[config.mk]
export PLATFORM = sky130hd
export DESIGN_NAME = mpac_div
export DESIGN_NICKNAME = d
export VERILOG_FILES = /design/src/rtl/mpac_pkg.sv /design/src/rtl/mpac_div.sv
export SDC_FILE = /design/constraint.sdc
export NUM_CORES = 1
export LEC_CHECK = 0
export ABC_AREA = 1
export BUFFER_PORTS_ARGS = -buffer_cell sky130_fd_sc_hd__buf_2
export CAP_MARGIN = 10
export CORE_MARGIN = 4
export CORE_UTILIZATION = 40
export DETAILED_ROUTE_END_ITERATION = 10
export MAX_ROUTING_LAYER = met4
export REMOVE_ABC_BUFFERS = 1
export SETUP_SLACK_MARGIN = 0.4
export SYNTH_ARGS = -nofsm -noshare
export SYNTH_HDL_FRONTEND = slang
export SYNTH_SLANG_ARGS = --single-unit
[constraint.sdc]
create_clock -name clk -period 7.43 [get_ports clk]
set_clock_uncertainty 0.15 [all_clocks]
set_input_delay 0.3715 -clock clk [delete_from_list [all_inputs] [get_ports clk]]
set_output_delay 0.3715 -clock clk [all_outputs]
set_load 0.02 [all_outputs]
[src/rtl/mpac_pkg.sv]
// Shared types and constants for the track-aligning partition entry builder.
// No dependencies; used by mpac_div and mbr_partition_align_chs.
`default_nettype none
package mpac_pkg;

    localparam int DIV_STAGES = 8;   // register stages in one divider
    localparam int DIV_STEPS  = 4;   // quotient bits resolved per stage

    localparam logic [31:0] CYL_LIMIT  = 32'd1023;
    localparam logic [7:0]  BYTE_ONES  = 8'hff;
    localparam logic [5:0]  SPT_RESET  = 6'd63;
    localparam logic [7:0]  HPC_RESET  = 8'd255;

    localparam logic REG_SPT = 1'b0;
    localparam logic REG_HPC = 1'b1;

    typedef struct packed {
        logic [31:0] start;
        logic [31:0] size;
        logic        bad;
    } side_t;

    typedef struct packed {
        side_t      base;
        logic [7:0] sect_s;   // start sector within track, 0-based
        logic [7:0] sect_e;   // end sector within track, 0-based
    } chs_side_t;

endpackage
`default_nettype wire

[src/rtl/mpac_div.sv]
// Pipelined 32-bit by 8-bit restoring divider, four quotient bits per stage.
// Depends on mpac_pkg for the stage count.
`default_nettype none
module mpac_div (
    input  wire logic        clk,
    input  wire logic        en,
    input  wire logic [31:0] dividend,
    input  wire logic [7:0]  divisor,
    output logic [31:0]      quotient,
    output logic [7:0]       remainder
);
    import mpac_pkg::*;

    logic [31:0] n_reg [DIV_STAGES];
    logic [31:0] q_reg [DIV_STAGES];
    logic [7:0]  r_reg [DIV_STAGES];
    logic [7:0]  d_reg [DIV_STAGES];

    genvar s;
    generate
        for (s = 0; s < DIV_STAGES; s++) begin : g_stage
            logic [31:0] n_in;
            logic [31:0] q_in;
            logic [7:0]  r_in;
            logic [7:0]  d_in;
            logic [31:0] n_next;
            logic [31:0] q_next;
            logic [7:0]  r_next;

            if (s == 0) begin : g_first
                assign n_in = dividend;
                assign q_in = '0;
                assign r_in = '0;
                assign d_in = divisor;
            end
            else begin : g_rest
                assign n_in = n_reg[s-1];
                assign q_in = q_reg[s-1];
                assign r_in = r_reg[s-1];
                assign d_in = d_reg[s-1];
            end

            always_comb
            begin
                logic [8:0] t;
                n_next = n_in;
                q_next = q_in;
                r_next = r_in;
                for (int k = 0; k < DIV_STEPS; k++)
                begin
                    t = {r_next, n_next[31]};
                    n_next = {n_next[30:0], 1'b0};
                    if (t >= {1'b0, d_in})
                    begin
                        t = t - {1'b0, d_in};
                        q_next = {q_next[30:0], 1'b1};
                    end
                    else
                    begin
                        q_next = {q_next[30:0], 1'b0};
                    end
                    r_next = t[7:0];
                end
            end

            always_ff @(posedge clk)
            begin
                if (en)
                begin
                    n_reg[s] <= n_next;
                    q_reg[s] <= q_next;
                    r_reg[s] <= r_next;
                    d_reg[s] <= d_in;
                end
            end
        end
    endgenerate

    assign quotient  = q_reg[DIV_STAGES-1];
    assign remainder = r_reg[DIV_STAGES-1];

endmodule
`default_nettype wire
# After elaboration in Yosys (flattened, before gate mapping)
# Memory sizes are Yosys's and may differ from the RTL's.
# Cells that the tools add are included.
# word_totals
mem_count	4
mem_bits_rw	608
regBits	0
# classes
order_cmp	32
add_sub_neg	32
n_mux	66
# memory_table
name	words	word_bits	rd	rd_clocked_by_memory_dff	write_ports	line_no	text
q_reg	8	32	8	0	8	mpac_div.sv:15	logic [31:0] q_reg [DIV_STAGES];
n_reg	8	28	7	0	8	mpac_div.sv:14	logic [31:0] n_reg [DIV_STAGES];
d_reg	8	8	7	0	8	mpac_div.sv:17	logic [7:0] d_reg [DIV_STAGES];
r_reg	8	8	8	0	8	mpac_div.sv:16	logic [7:0] r_reg [DIV_STAGES];
# op_table
op	n
9-bit by 8-bit >= comparator with 1-bit output	31
8-bit 2-to-1 mux	32
8-bit subtractor	31
1-bit 2-to-1 mux	34
1-bit by 8-bit >= comparator with 1-bit output	1
1-bit by 8-bit subtractor with 8-bit output	1

# Logic depth before layout (Yosys ltp)
# Gate-level depths: netlist (run 1).
# An unclocked memory read counts as a cell.
# logic_depth
word_depth	9
mapped_depth	48
depth_no_buf	47

# Least setup slack after synthesis (run 1)
# OpenSTA, ideal clock, no wires.
# synth_timing
path_type	reg2reg
startpoint	memory d_reg[0][1]
endpoint	memory r_reg[1][0] (netlist: r_reg[0][8]), data pin
setup_ps	130
arrival_ps	6142
synth_period_minus_slack_ps	6422
setup_slack_ps	1008
t_required_ps	7150
stages_incl_launch_ff	40
path_cell_list	edfxtp_1 -> inv_1 -> ha_1 -> nand2_1 -> nor2_1 -> nand2_1 -> nor2_1 -> nor2_1 -> nand2_2 -> o21ai_0 -> inv_1 -> ha_1 -> nand2_1 -> o21ai_1 -> nand2_1 -> o211ai_1 -> nand2_2 -> nand2_4 -> [4 not listed] -> o21ai_0 -> nand2_1 -> nand3_1 -> a211oi_1 -> nand3_4 -> buf_8 -> nand2_1 -> nand2_1 -> ha_1 -> a21oi_1 -> nand2_1 -> nand2_1 -> o311ai_0 -> a21boi_0 -> inv_1 -> nor2_4 -> nand3_1 -> nand2_1
# synth_rtl
element	line_no
start, declared	mpac_div.sv:17
end, declared	mpac_div.sv:16

==> flow_summary.json, run 1 <==
{
  "status": "finished clean",
  "wl_per_cell_um": 15.3,
  "cts_buffers": 44,
  "fin_tns_setup_ns": 0,
  "critPathMaxStageDelay_ns": 0.41,
  "clk_pin_slew_ns": 0.06,
  "route.met3.wl_um": 2490,
  "h-tree-depth": 2,
  "grt_pass1_wl_um": 95300,
  "core_um2": 63400,
  "hold_viol": 0,
  "first_global_vias": 19100,
  "ys_types": 55,
  "gp_congestion": 0.930,
  "grt.total_usage_pct": 17.5,
  "clkSinkCount": 376,
  "die_width_um": 262,
  "r2r_end": "r_reg[0][14]",
  "vias": 20100,
  "cpMostUsedCell": "nand2_1",
  "grt_start_max_net_pins": 177,
  "syn_area_um2": 25700,
  "rsz0062_at_grt": "yes",
  "startpoint_type": "flip-flop",
  "syn_inst": 2825,
  "clk_path_buf_depth": 3,
  "yosysWarnings": 0,
  "hpwl_um": 44100,
  "crit_start": "d_reg[0][3]",
  "antenna_found_initial": 1,
  "largest_reg_flops": 144,
  "fin_nets": 3475,
  "worst_ep_arrival_time_ns": 6.85,
  "cts_tree": "done",
  "routed_wl_um": 61700,
  "synth-seq-cells": 376,
  "reg2reg_slack_ns": 0.76,
  "avgViaCountPerCell": 4.98,
  "period_needed_ns": 6.67,
  "drive_gt1_share_pct": 20.7,
  "start_util_pct": 40.6,
  "worstMarginPinSlew_ns": 1.01,
  "die_area_um2": 68400,
  "crit_fanout": 9,
  "finish.utilization_pct": 49.2,
  "rr_startpoint": "d_reg[0][3]",
  "cp-endpoint": "r_reg[0][14]",
  "hp-class": "in2reg",
  "top_layer": "met4",
  "rows": 92,
  "seq_area_um2": 11300,
  "insertion_delay_ns": 0.58,
  "multi_input_area_um2": 13800,
  "setup_violations": 0,
  "cts_root_buffer": "clkbuf_16",
  "fillerInstances": 5783,
  "post-place-ws_ns": -0.391,
  "areaGrowthSynthToFinish_pct": 21.3,
  "worst-setup-path-type": "reg2reg",
  "io_buffers": 81,
  "met2_length_um": 30400,
  "io_pins": 82,
  "dr.pass1.iters": 5,
  "drt_iter0_drc": 1251,
  "overflow": 0,
  "avgSynthCellArea_um2": 9.11,
  "m1WireLength_um": 27100,
  "rr_worst_depth": 40,
  "timing.final.crit_share_pct": 89.8,
  "drc": 0,
  "critPathRequiredTime_ns": 7.61,
  "cp-end-kind": "flip-flop",
  "diodes": 0,
  "ant_nets": 0,
  "timing.final.ws_setup_ns": 0.759,
  "yosysSeqAreaShare_pct": 43.9,
  "relSlewSlack_pct": 32.4,
  "fmax_mhz": 150,
  "final_max_slew_viol_count": 0,
  "crit_slowest_cell": "edfxtp_1",
  "die_h_um": 262,
  "maxCapViolCount": 0
}
synthesized netlist by cell type, drive strengths merged:
library cell,count,area share [%]
nand4,38,0.95
or4,1,0.029
nand3,134,3.2
nor4,3,0.073
o31ai,2,0.058
a21o,6,0.18
inv,418,6.1
buf,17,0.65
a21boi,6,0.23
or2,21,0.51
o21a,17,0.50
o21bai,5,0.15
a211oi,5,0.17
xor2,99,3.4
nor3,34,0.68
o311ai,5,0.17
nor2,166,3.0
a21oi,175,3.6
nand2,792,12
o21ai,131,2.8
or3,1,0.024
and2,1,0.024
a221oi,10,0.34
xnor2,53,1.8
edfxtp,376,44
fa,31,2.4
ha,250,12
a31oi,3,0.097
nand3b,15,0.44
o211ai,10,0.29
through the flow:
step / std cells / cell area [µm²] / hold WS [ns]
after floorplan: 2808 / 25600 / 0.250
after global placement: 3781 / 27400 / 0.250
after detailed placement: 3781 / 27400 / 0.255
after CTS: 3911 / 29300 / 0.242
after global routing: 4032 / 31200 / 0.243
final: 4032 / 31200 / 0.180
worst max-delay path, delay by kind of cell, from the launching register on:
kind,cells,cell delay [ns]
compound gates,9,1.57
fa+ha+maj,4,1.30
buf+inv,6,0.75
flops,1,0.41
simple gates,21,2.26
worst min path at each step:
stage	start	endpoint	slack [ns]	depth (start not counted)
after floorplan	n_reg[0][6]	n_reg[1][10]	0.25	0
after global placement	q_reg[0][32]	q_reg[0][68]	0.25	0
after detailed placement	n_reg[3][18]	n_reg[4][22]	0.25	0
after CTS	dividend[29]	r_reg[0][1]	0.24	5
after global routing	en	n_reg[0][1]	0.24	1
final	en	n_reg[0][1]	0.18	1
kinds of logic (layout without fill, tap and decap cells):
family | after synthesis | count (layout) | share of synthesized area [%]
DFF | 376 | 376 | 43.9
AOI/OAI and AO/OA | 375 | 375 | 8.49
and+or+nand+nor | 1206 | 1216 | 21.1
adders and majority gates | 281 | 281 | 14.6
buffers and inverters | 435 | 786 | 6.75
xor gates and xnor gates | 152 | 152 | 5.17
routing by layer:
| layer | up-vias | track usage [%] |
|---|---|---|
| met5 | - | - |
| met4 | 0 | 5.43 |
| met3 | 98 | 2.13 |
| met2 | 431 | 29.4 |
| met1 | 9387 | 22.4 |
| li1 | 10200 | - |
repair_timing:
action	in CTS	in global routing
endpoints found under the setup margin	59	72
hold buffers	37	0
pin swaps	8	59
endpoints found under the hold margin	37	0
buffers inserted	11	113
gates cloned	2	8
gates resized for setup	30	232
placed cells by master, fill, tap and decap left out, types with 42 or more instances in the layout:
master and count:
nand2_2 48, o21ai_2 42, inv_1 362, buf_2 80, inv_2 48, nand3_1 115
buf_4 165, edfxtp_1 376, ha_1 197, a21oi_1 143, o21ai_0 43, xnor2_1 53
nor2_1 135, nand2_1 729, xor2_1 99, clkbuf_16 44
final cells by class:
cell class	count	area share, %
well taps	846	3.39
repair buffers	288	6.71
multi-input cells	2024	44.3
flip-flops and latches	376	36.2
inverters	418	5.09
clock buffers	55	3.66
clock inverters	25	0.729
Power of run 1 is not shown: default switching activity piles up to over one toggle a cycle in this logic, so the estimate is an artifact.
==> run 2: changes to the inputs <==
--- a/config.mk
+++ b/config.mk
@@ -12,7 +12,6 @@
 export CORE_UTILIZATION = 40
 export DETAILED_ROUTE_END_ITERATION = 10
 export MAX_ROUTING_LAYER = met4
-export REMOVE_ABC_BUFFERS = 1
 export SETUP_SLACK_MARGIN = 0.4
 export SYNTH_ARGS = -nofsm -noshare
 export SYNTH_HDL_FRONTEND = slang
==> flow_summary.json, run 2 (synthesis gave the netlist of run 1 again) <==
{
  "timing.final.ws_setup_ns": 0.750,
  "insertion_delay_ns": 0.58,
  "grt.total_usage_pct": 17.5,
  "die_area_um2": 68400,
  "drive_gt1_share_pct": 20.2,
  "dr.pass1.iters": 6,
  "hold_viol": 0,
  "rr_startpoint": "d_reg[1][6]",
  "crit_slowest_cell": "edfxtp_1",
  "overflow": 0,
  "worstMarginPinSlew_ns": 0.982,
  "min-delay-start": "en",
  "fin_tns_setup_ns": 0,
  "cts_buffers": 45,
  "maxCapViolCount": 0,
  "grt_start_max_net_pins": 165,
  "rr_worst_depth": 43,
  "hold_depth": 1,
  "drt_iter0_drc": 1143,
  "ant_nets": 0,
  "io_buffers": 81,
  "core_um2": 63400,
  "placed_cell_area_um2": 27300,
  "worst-setup-path-type": "reg2reg",
  "clk_path_buf_depth": 3,
  "rsz0062_at_grt": "no",
  "die_h_um": 262,
  "crit_family": "simple AND/OR/NAND/NOR gates",
  "cpMostUsedCell": "nand2_1",
  "mostFrequentLayoutCells": "nand2_1, edfxtp_1, inv_1",
  "status": "finished clean",
  "gp_congestion": 0.911,
  "cp-end-kind": "flip-flop",
  "holdPathEnd": "n_reg[0][20]",
  "crit_cells": 43,
  "io_pins": 82,
  "antenna_found_initial": 0,
  "avgViaCountPerCell": 4.97,
  "die_width_um": 262,
  "hpwl_um": 44300,
  "wl_per_cell_um": 15.2,
  "post-place-ws_ns": -0.0553,
  "fmax_mhz": 150,
  "critPathMaxStageDelay_ns": 0.46,
  "largest_reg_flops": 144,
  "hp-class": "in2reg",
  "worst_ep_arrival_time_ns": 6.84,
  "first_global_vias": 19100,
  "critPathRequiredTime_ns": 7.59,
  "fin_nets": 3454,
  "setup_violations": 0,
  "cts_root_buffer": "clkbuf_16",
  "h-tree-depth": 2,
  "rows": 92,
  "r2r_end": "r_reg[0][21]",
  "final_common_cell": "nand2_1",
  "cts_tree": "done",
  "clkSinkCount": 376,
  "grt_pass1_wl_um": 95000,
  "crit_buf_inv": 8,
  "startpoint_type": "flip-flop",
  "relSlewSlack_pct": 34.5,
  "drc": 0,
  "crit_fanout": 9,
  "final_max_slew_viol_count": 0,
  "finish.utilization_pct": 49.0,
  "diodes": 0,
  "period_needed_ns": 6.68,
  "start_util_pct": 40.6,
  "fillerInstances": 5885,
  "areaGrowthSynthToFinish_pct": 20.8,
  "routed_wl_um": 60800,
  "syn_nets": 3148,
  "finalInstanceArea_um2": 31100,
  "timing.final.crit_share_pct": 89.9,
  "vias": 19900,
  "reg2reg_slack_ns": 0.75,
  "clk_pin_slew_ns": 0.06
}
[run 2: cell count changes in the layout (fill, tap and decap cells not counted), moves of 3 or more]
cell      before  now
o21a_2         1    4
nand2_2       48   43
buf_4        165  143
nand3_2       13   16
clkinv_1       6    3
inv_6          3    6
o21ai_4        6   10
o21ai_2       42   39
inv_4          8    5
nand3_4        9    6
o21a_1        16   13
nand2_1      729  732
[run 2: timing repair]
action                                 in CTS  in global routing
setup endpoints to repair                  61                 72
endpoints found under the hold margin      37                  0
setup buffers                               3                108
hold buffers                               37                  0
gates cloned                                0                  9
gates resized for setup                    30                229
pin swaps                                   2                 62
[run 2: metal layers]
layer,vias up,GRT usage [%],part of all wire [%]
li1,10100,-,-
met5,-,-,0
met4,0,6.26,3.4
met3,127,1.85,3.1
met1,9328,22.2,45
met2,352,29.2,48
[run 2: layout make-up]
type	count	area (µm²)	area share, %
clock buffer	57	1170	3.77
clock inverter	25	216	0.697
inverter	418	1600	5.13
multi-input combinational	2023	13800	44.4
sequential	376	11300	36.3
tap	846	1060	3.41
timing repair buffer	267	1950	6.27
[run 2: worst max-delay path by stage]
stage / from / end / slack (ns)
2_1_floorplan: d_reg[0][1] / r_reg[0][8] / 1.01
3_3_place_gp: d_reg[1][6] / r_reg[0][17] / 0.19
3_5_place_dp: d_reg[1][6] / r_reg[0][23] / -0.06
4_1_cts: d_reg[1][3] / r_reg[0][23] / 0.42
5_1_grt: d_reg[1][6] / r_reg[0][18] / 0.29
6_report: d_reg[1][6] / r_reg[0][21] / 0.75
[run 2: per-stage QoR]
step	instances	hold slack [ns]
2_1_floorplan	2825	0.250
3_3_place_gp	3773	0.250
3_5_place_dp	3773	0.255
4_1_cts	3895	0.101
5_1_grt	4012	0.133
6_report	4012	0.126
Power of run 2 is left out for the same reason.
==> run 3: changes to the inputs <==
--- a/config.mk
+++ b/config.mk
@@ -9,9 +9,10 @@
 export BUFFER_PORTS_ARGS = -buffer_cell sky130_fd_sc_hd__buf_2
 export CAP_MARGIN = 10
 export CORE_MARGIN = 4
-export CORE_UTILIZATION = 40
+export CORE_UTILIZATION = 64
 export DETAILED_ROUTE_END_ITERATION = 10
 export MAX_ROUTING_LAYER = met4
+export PLACE_DENSITY = 0.82
 export SETUP_SLACK_MARGIN = 0.4
 export SYNTH_ARGS = -nofsm -noshare
 export SYNTH_HDL_FRONTEND = slang
==> constraint.sdc (replaced) <==
create_clock -name clk -period 7.43 [get_ports clk]
set_clock_uncertainty 0.15 [all_clocks]
set_input_delay 2.229 -clock clk [delete_from_list [all_inputs] [get_ports clk]]
set_output_delay 2.229 -clock clk [all_outputs]
set_load 0.02 [all_outputs]
==> flow_summary.json, run 3 (synthesis gave the netlist of run 1 again) <==
{
  "status": "finished clean",
  "grt_start_max_net_pins": 143,
  "fin_tns_setup_ns": 0,
  "holdPathEnd": "n_reg[2][24]",
  "reg2reg_slack_ns": 0.63,
  "setup_violations": 0,
  "timing.final.crit_share_pct": 96.5,
  "die_area_um2": 43500,
  "worst_ep_arrival_time_ns": 7.34,
  "cp-end-kind": "flip-flop",
  "drive_gt1_share_pct": 25.3,
  "diodes": 0,
  "grt.total_usage_pct": 28.4,
  "hp-class": "reg2reg",
  "io_pins": 82,
  "vias": 21200,
  "hold_viol": 0,
  "insertion_delay_ns": 0.56,
  "first_global_vias": 20000,
  "crit_slowest_cell": "ha_1",
  "dp.cells": 3583,
  "holdWs_ns": 0.260,
  "grt_pass1_wl_um": 99000,
  "crit_fanout": 7,
  "overflow": 0,
  "worstMarginPinSlew_ns": 0.830,
  "die_h_um": 209,
  "period_needed_ns": 7.17,
  "cts_buffers": 40,
  "clk_path_buf_depth": 3,
  "hpwl_um": 46300,
  "antenna_found_initial": 0,
  "relSlewSlack_pct": 44.7,
  "maxCapViolCount": 0,
  "cts_tree": "done",
  "fmax_mhz": 139,
  "mostFrequentLayoutCells": "nand2_1, edfxtp_1, inv_1",
  "rsz0062_at_grt": "yes",
  "final_common_cell": "nand2_1",
  "largest_reg_flops": 144,
  "critPathMaxStageDelay_ns": 0.37,
  "rr_startpoint": "d_reg[1][2]",
  "ant_nets": 0,
  "routed_wl_um": 65000,
  "clkSinkCount": 376,
  "critPathRequiredTime_ns": 7.60,
  "ctsHoldBuffers": 0,
  "cpMostUsedCell": "nand2_2",
  "drt_iter0_drc": 1899,
  "final_max_slew_viol_count": 0,
  "rows": 73,
  "startpoint_type": "primary input",
  "worst-setup-path-type": "in2reg",
  "dr.pass1.iters": 6,
  "areaGrowthSynthToFinish_pct": 23.4,
  "fin_nets": 3533,
  "cts_root_buffer": "clkbuf_16",
  "multi_input_area_um2": 14200,
  "hold_depth": 0,
  "clk_pin_slew_ns": 0.06,
  "die_width_um": 209,
  "io_buffers": 81,
  "seq_area_um2": 11300,
  "start_util_pct": 64.8,
  "h-tree-depth": 2,
  "fillerInstances": 2525,
  "core_um2": 39700,
  "drc": 0,
  "final-instance-count-excl-fill": 3765,
  "min-delay-start": "n_reg[1][20]",
  "syn_nets": 3148,
  "r2r_end": "r_reg[0][23]",
  "rr_worst_depth": 40,
  "wl_per_cell_um": 17.3,
  "avgViaCountPerCell": 5.63,
  "gp_congestion": 0.965
}
run 3: cell types whose count changed in the layout (fill, tap and decap cells not counted), sizes merged:
cell | previous run | this run
buf | 228 | 352
dlymetal6s2s | 1 | 0
bufinv | 2 | 7
clkbuf | 58 | 50
inv | 421 | 416
dlygate4sd3 | 37 | 0
nand2 | 797 | 796
clkinvlp | 7 | 4
run 3: what timing repair did:
item / 4_1_cts / 5_1_grt
cloned: 3 / 5
pin swaps: 29 / 107
gates resized for setup: 70 / 273
setup buffers: 19 / 83
setup endpoints to repair: 70 / 72
run 3: final cells by class:
class,count,area share [%]
multi-input cells,2022,44.9
flip-flops and latches,376,35.6
repair buffers,352,7.99
inverters,418,5.12
clock buffers,50,3.41
well taps,525,2.07
clock inverters,22,0.974
run 3: worst max-delay path, delay by kind of cell:
family	cells	cell delay, ns
and+or+nand+nor	17	1.91
adders and majority gates	5	1.20
AOI/OAI and AO/OA	10	1.09
buffers and inverters	10	0.91
run 3: how the worst max path moves through the flow:
| stage | from | endpoint | slack, ns |
|---|---|---|---|
| after floorplan | dividend[31] | r_reg[0][0] | -0.06 |
| after global placement | dividend[31] | r_reg[0][2] | -0.32 |
| after detailed placement | dividend[31] | r_reg[0][2] | -0.58 |
| after CTS | d_reg[3][2] | r_reg[1][7] | 0.40 |
| after global routing | dividend[31] | r_reg[0][1] | 0.07 |
| final | dividend[31] | r_reg[0][1] | 0.26 |
run 3: per-layer routing:
metal	global-route usage, %	routed length [µm]
met2	48.7	32500
met5	-	0
met1	35.6	26400
met4	8.74	2540
met3	3.63	3570
run 3: stage by stage:
stage                     util (%)  cell area, µm²  worst slack (ns)
after CTS                     75.2           29900             0.403
after global placement        70.6           28100            -0.323
after detailed placement      70.6           28100            -0.584
final                         79.9           31700             0.261
after global routing          79.9           31700            0.0687
after floorplan                  -           25900           -0.0589
Power of run 3 is left out for the same reason.
